`config.mk`:
```
export PLATFORM = sky130hd
export DESIGN_NAME = gffc_ctrl
export DESIGN_NICKNAME = d
export VERILOG_FILES = /design/src/design/gffc_pkg.sv /design/src/design/gffc_ctrl.sv
export SDC_FILE = /design/constraint.sdc
export NUM_CORES = 1
export LEC_CHECK = 0
export BUFFER_PORTS_ARGS = -buffer_cell sky130_fd_sc_hd__buf_2
export CAP_MARGIN = 20
export CORE_AREA = 10 10 47 49
export DETAILED_ROUTE_END_ITERATION = 8
export DIE_AREA = 0 0 57 59
export GPL_ROUTABILITY_DRIVEN = 1
export PLACE_DENSITY = 0.36
export SKIP_CTS_REPAIR_TIMING = 1
export SLEW_MARGIN = 20
export SYNTH_ARGS = -nofsm -noshare
export SYNTH_HDL_FRONTEND = slang
export SYNTH_SLANG_ARGS = --single-unit
```
`constraint.sdc`:
```
create_clock -name clk -period 2.59 [get_ports clk]
set_input_delay 0.1295 -clock clk [delete_from_list [all_inputs] [get_ports clk]]
set_output_delay 0.1295 -clock clk [all_outputs]
set_load 0.02 [all_outputs]
```
`src/design/gffc_pkg.sv`:
```
// Package for the greedy first-fit colouring block.
// Holds field widths, action codes and the controller/datapath interface structs.
// Depends on nothing.
package gffc_pkg;

	// Fixed widths of the item fields.
	localparam int unsigned ID_W     = 10;
	localparam int unsigned COLOR_W  = 7;
	localparam int unsigned ACTION_W = 2;

	// Action codes carried by an input item.
	localparam logic [ACTION_W-1:0] ACT_NEIGHBOR = 2'd0;
	localparam logic [ACTION_W-1:0] ACT_ASSIGN   = 2'd1;
	localparam logic [ACTION_W-1:0] ACT_CLEAR    = 2'd2;
	localparam logic [ACTION_W-1:0] ACT_READ     = 2'd3;

	// Commands from the controller to the datapath.
	typedef struct packed {
		logic mem_rd;     // capture the item and read the colour store
		logic sel_nid;    // read address comes from the neighbour id
		logic sweep_wr;   // write zero at the sweep address and advance it
		logic mark;       // mark the read colour in the used-colour bitmap
		logic commit;     // store the first free colour, load it out, clear bitmap
		logic load_read;  // load the read colour into the output register
	} cmd_t;

	// Status from the datapath to the controller.
	typedef struct packed {
		logic sweep_last; // sweep address is at the last vertex
		logic out_free;   // output register can take a result this cycle
	} sts_t;

endpackage

```
`src/design/gffc_ctrl.sv`:
```
// Controller state machine for the greedy first-fit colouring block.
// Depends on gffc_pkg; drives the datapath in gffc_dpath through cmd_t.
module gffc_ctrl import gffc_pkg::*; (
	input  logic                clk,
	input  logic                arst_n,
	input  logic                in_valid,
	input  logic [ACTION_W-1:0] action,
	output logic                in_ready,
	input  sts_t                sts,
	output cmd_t                cmd
);

	localparam logic [1:0] S_CLEAR = 2'd0;
	localparam logic [1:0] S_IDLE  = 2'd1;
	localparam logic [1:0] S_EXEC  = 2'd2;

	logic [1:0]          state_q;
	logic [1:0]          state_d;
	logic [ACTION_W-1:0] action_q;

	// Next state and command decode.
	always_comb begin
		state_d  = state_q;
		cmd      = '0;
		in_ready = 1'b0;
		unique case (state_q)
			S_CLEAR: begin
				cmd.sweep_wr = 1'b1;
				if (sts.sweep_last) begin
					state_d = S_IDLE;
				end
			end
			S_IDLE: begin
				in_ready = 1'b1;
				if (in_valid) begin
					cmd.mem_rd  = 1'b1;
					cmd.sel_nid = (action == ACT_NEIGHBOR);
					state_d     = (action == ACT_CLEAR) ? S_CLEAR : S_EXEC;
				end
			end
			S_EXEC: begin
				case (action_q)
					ACT_NEIGHBOR: begin
						cmd.mark = 1'b1;
						state_d  = S_IDLE;
					end
					ACT_ASSIGN: begin
						if (sts.out_free) begin
							cmd.commit = 1'b1;
							state_d    = S_IDLE;
						end
					end
					ACT_READ: begin
						if (sts.out_free) begin
							cmd.load_read = 1'b1;
							state_d       = S_IDLE;
						end
					end
					default: begin
						state_d = S_IDLE;
					end
				endcase
			end
			default: begin
				state_d = S_IDLE;
			end
		endcase
	end

	// State register; reset starts the clearing sweep of the colour store.
	always_ff @(posedge clk or negedge arst_n) begin
		if (!arst_n) begin
			state_q  <= S_CLEAR;
			action_q <= ACT_NEIGHBOR;
		end else begin
			state_q <= state_d;
			if (in_valid && in_ready) begin
				action_q <= action;
			end
		end
	end

endmodule

```
==> metrics <==
status=complete, no violations; DR DRC count=0; antenna violations before repair=0; H-tree depth=1; hold crit path type=input pin to register; cells after synthesis=21; RSZ-0062 raised after global routing=no; FF-to-FF Start=state_q[1]; commonest cells after routing, fill and taps aside=13 x buf_2, 4 x dfrtp_1, 3 x nor3_1, 3 x inv_1, 3 x clkbuf_4; DRT antenna net count=0; R2R depth=2; Max rail drop VDD=0.4151 mV; Avg Inst Size Synth=11.02 µm²; setup TNS=0 ps; I/O pin total=14; fmax=0.7209 GHz; flop2flop setup slack=1530 ps; Leak=0.1946 nW; Clock Path Buffers=2; Power Total=0.3587 mW; 1st-iter DRT viols=3; Die Span Y=59 µm; P&R area growth vs syn=50.81%; CTS tree=done; Tightest Pin Transition=226.0 ps; final non-filler cell total=54; Sink Count=4; fin crit share=0.5356; wire per inst=11.67 µm; Num CTS Buffers=3; # port buffers=13; commonest non-fill, non-tap cell in the layout=buf_2; Nets=47; crit start category=register; first-pass GRT wire length=1.138 mm; Syn Nets=28; final setup fails=0; Slew Limit Fails=0; Hold Path Origin=sts[0]; Final Routed Wirelength=630 µm; flop and latch count out of synthesis=4; hold_ws=133.5 ps; hold path cells=2; Worst path slowest cell=dfrtp_1; YS warnings=0; share of layout cells above drive strength 1=0.5000; die width=57 µm; drt via density=3.963; pwr dens=1027 mW/mm²; GPL Wtd Cong=0.6955; DR vias=214; CP peak stage delay=440 ps; Fin. Hold Viols=0; grt ovf=0; Worst slew margin=0.8472; post-route minimum period=1387 ps; FP Rows=14; Clk Latency, worst-skew pair=230 ps; drt first pass iters=4; max-cap violations=0; Post-Synthesis Cell Area=231.5 µm²; n_diodes=0; critical path arrival=1260 ps; core area=0.001401 mm²; GRT Total Usage=0.04626; DIE AREA=0.003363 mm²; Yosys cell types=12; Final Skew=4.694 ps; placed cell count=50; Initial Util=0.1652; CTS clk-pin slew, worst paths=40 ps; largest net degree at the start of global routing=7; Post-Route Utilization=0.2491; vias in the first global route=246; Req. time, crit path=2460 ps; FF-to-FF End=action_q[1]; hold endpoint=state_q[1]; filler instances=158; critical-path cell list=nand3b_1 > nor3_1 > buf_2; critical path endpoint category=output pin; critical path class=register to output pin; biggest fanout along the worst timing path=6; Root Driver=clkbuf_4; sequential share of the synthesized area=0.4324
## routing by layer
layer / vias up / wire (µm) / global-route usage
met1: 93 / 342 / 0.05470
li1: 108 / - / -
met5: - / 0 / 0
met2: 13 / 241 / 0.05271
met3: 0 / 46 / 0.03863
met4: 0 / 0 / 0.03020
## layout make-up
class	instances	area, µm²	area share
multi-input combinational	14	120.1	0.3441
tap	16	20.02	0.05735
sequential	4	100.1	0.2867
clock buffer	3	22.52	0.06452
timing repair buffer	14	75.07	0.2151
inverter	3	11.26	0.03226
## cell families (layout without fill, tap and decap cells)
| family | count (synthesis) | in the layout | share of synthesized area |
|---|---|---|---|
| AND/OR/NAND/NOR | 10 | 10 | 0.3189 |
| flip-flops | 4 | 4 | 0.4324 |
| buffers and inverters | 3 | 20 | 0.04865 |
| AO/OA/AOI/OAI | 2 | 2 | 0.07029 |
| multiplexers | 2 | 2 | 0.1297 |
## Yosys cell counts, drive strengths merged
cell type  instances  area (µm²)
dfrtp              4       100.1
inv                3       11.26
nor3               3       15.01
mux2               2       30.03
nand3b             2       27.53
nor2b              2       12.51
nor2               1       3.750
nor4b              1       8.760
o211a              1       10.01
o22ai              1       6.260
or3                1       6.260
## worst max path at each step
| stage | end | start | depth (start not counted) |
|---|---|---|---|
| 6_report | cmd[1] | state_q[0] | 3 |
| 5_1_grt | cmd[1] | state_q[0] | 3 |
| 4_1_cts | cmd[1] | state_q[0] | 3 |
| 3_5_place_dp | cmd[1] | state_q[0] | 3 |
| 3_3_place_gp | cmd[1] | state_q[0] | 3 |
| 2_1_floorplan | cmd[2] | action_q[1] | 1 |
## state kept, by name, summed over array words and instances, names as in the netlist
name and count:
action_q 2, state_q 2
## power breakdown
group | leakage (nW) | switching [mW] | internal (mW) | total, mW
clock network | 0.0138 | 0.0245 | 0.0518 | 0.0762
registers | 0.0474 | 0.0362 | 0.0914 | 0.128
logic | 0.133 | 0.0772 | 0.0776 | 0.155
total | 0.195 | 0.138 | 0.221 | 0.359
## through the flow
stage	setup slack, ps	cell area (µm²)
floorplan	1287	231.5
global placement	1469	316.6
detailed placement	1448	316.6
CTS	1186	339.1
global route	1030	349.1
finish	1203	349.1
## worst max-delay path, delay by kind of cell (launching register included)
family        cells  cell delay (ps)
buf+inv           1              190
flops             1              440
simple gates      2              400
Note: power is estimated with default switching activity, not from simulation.
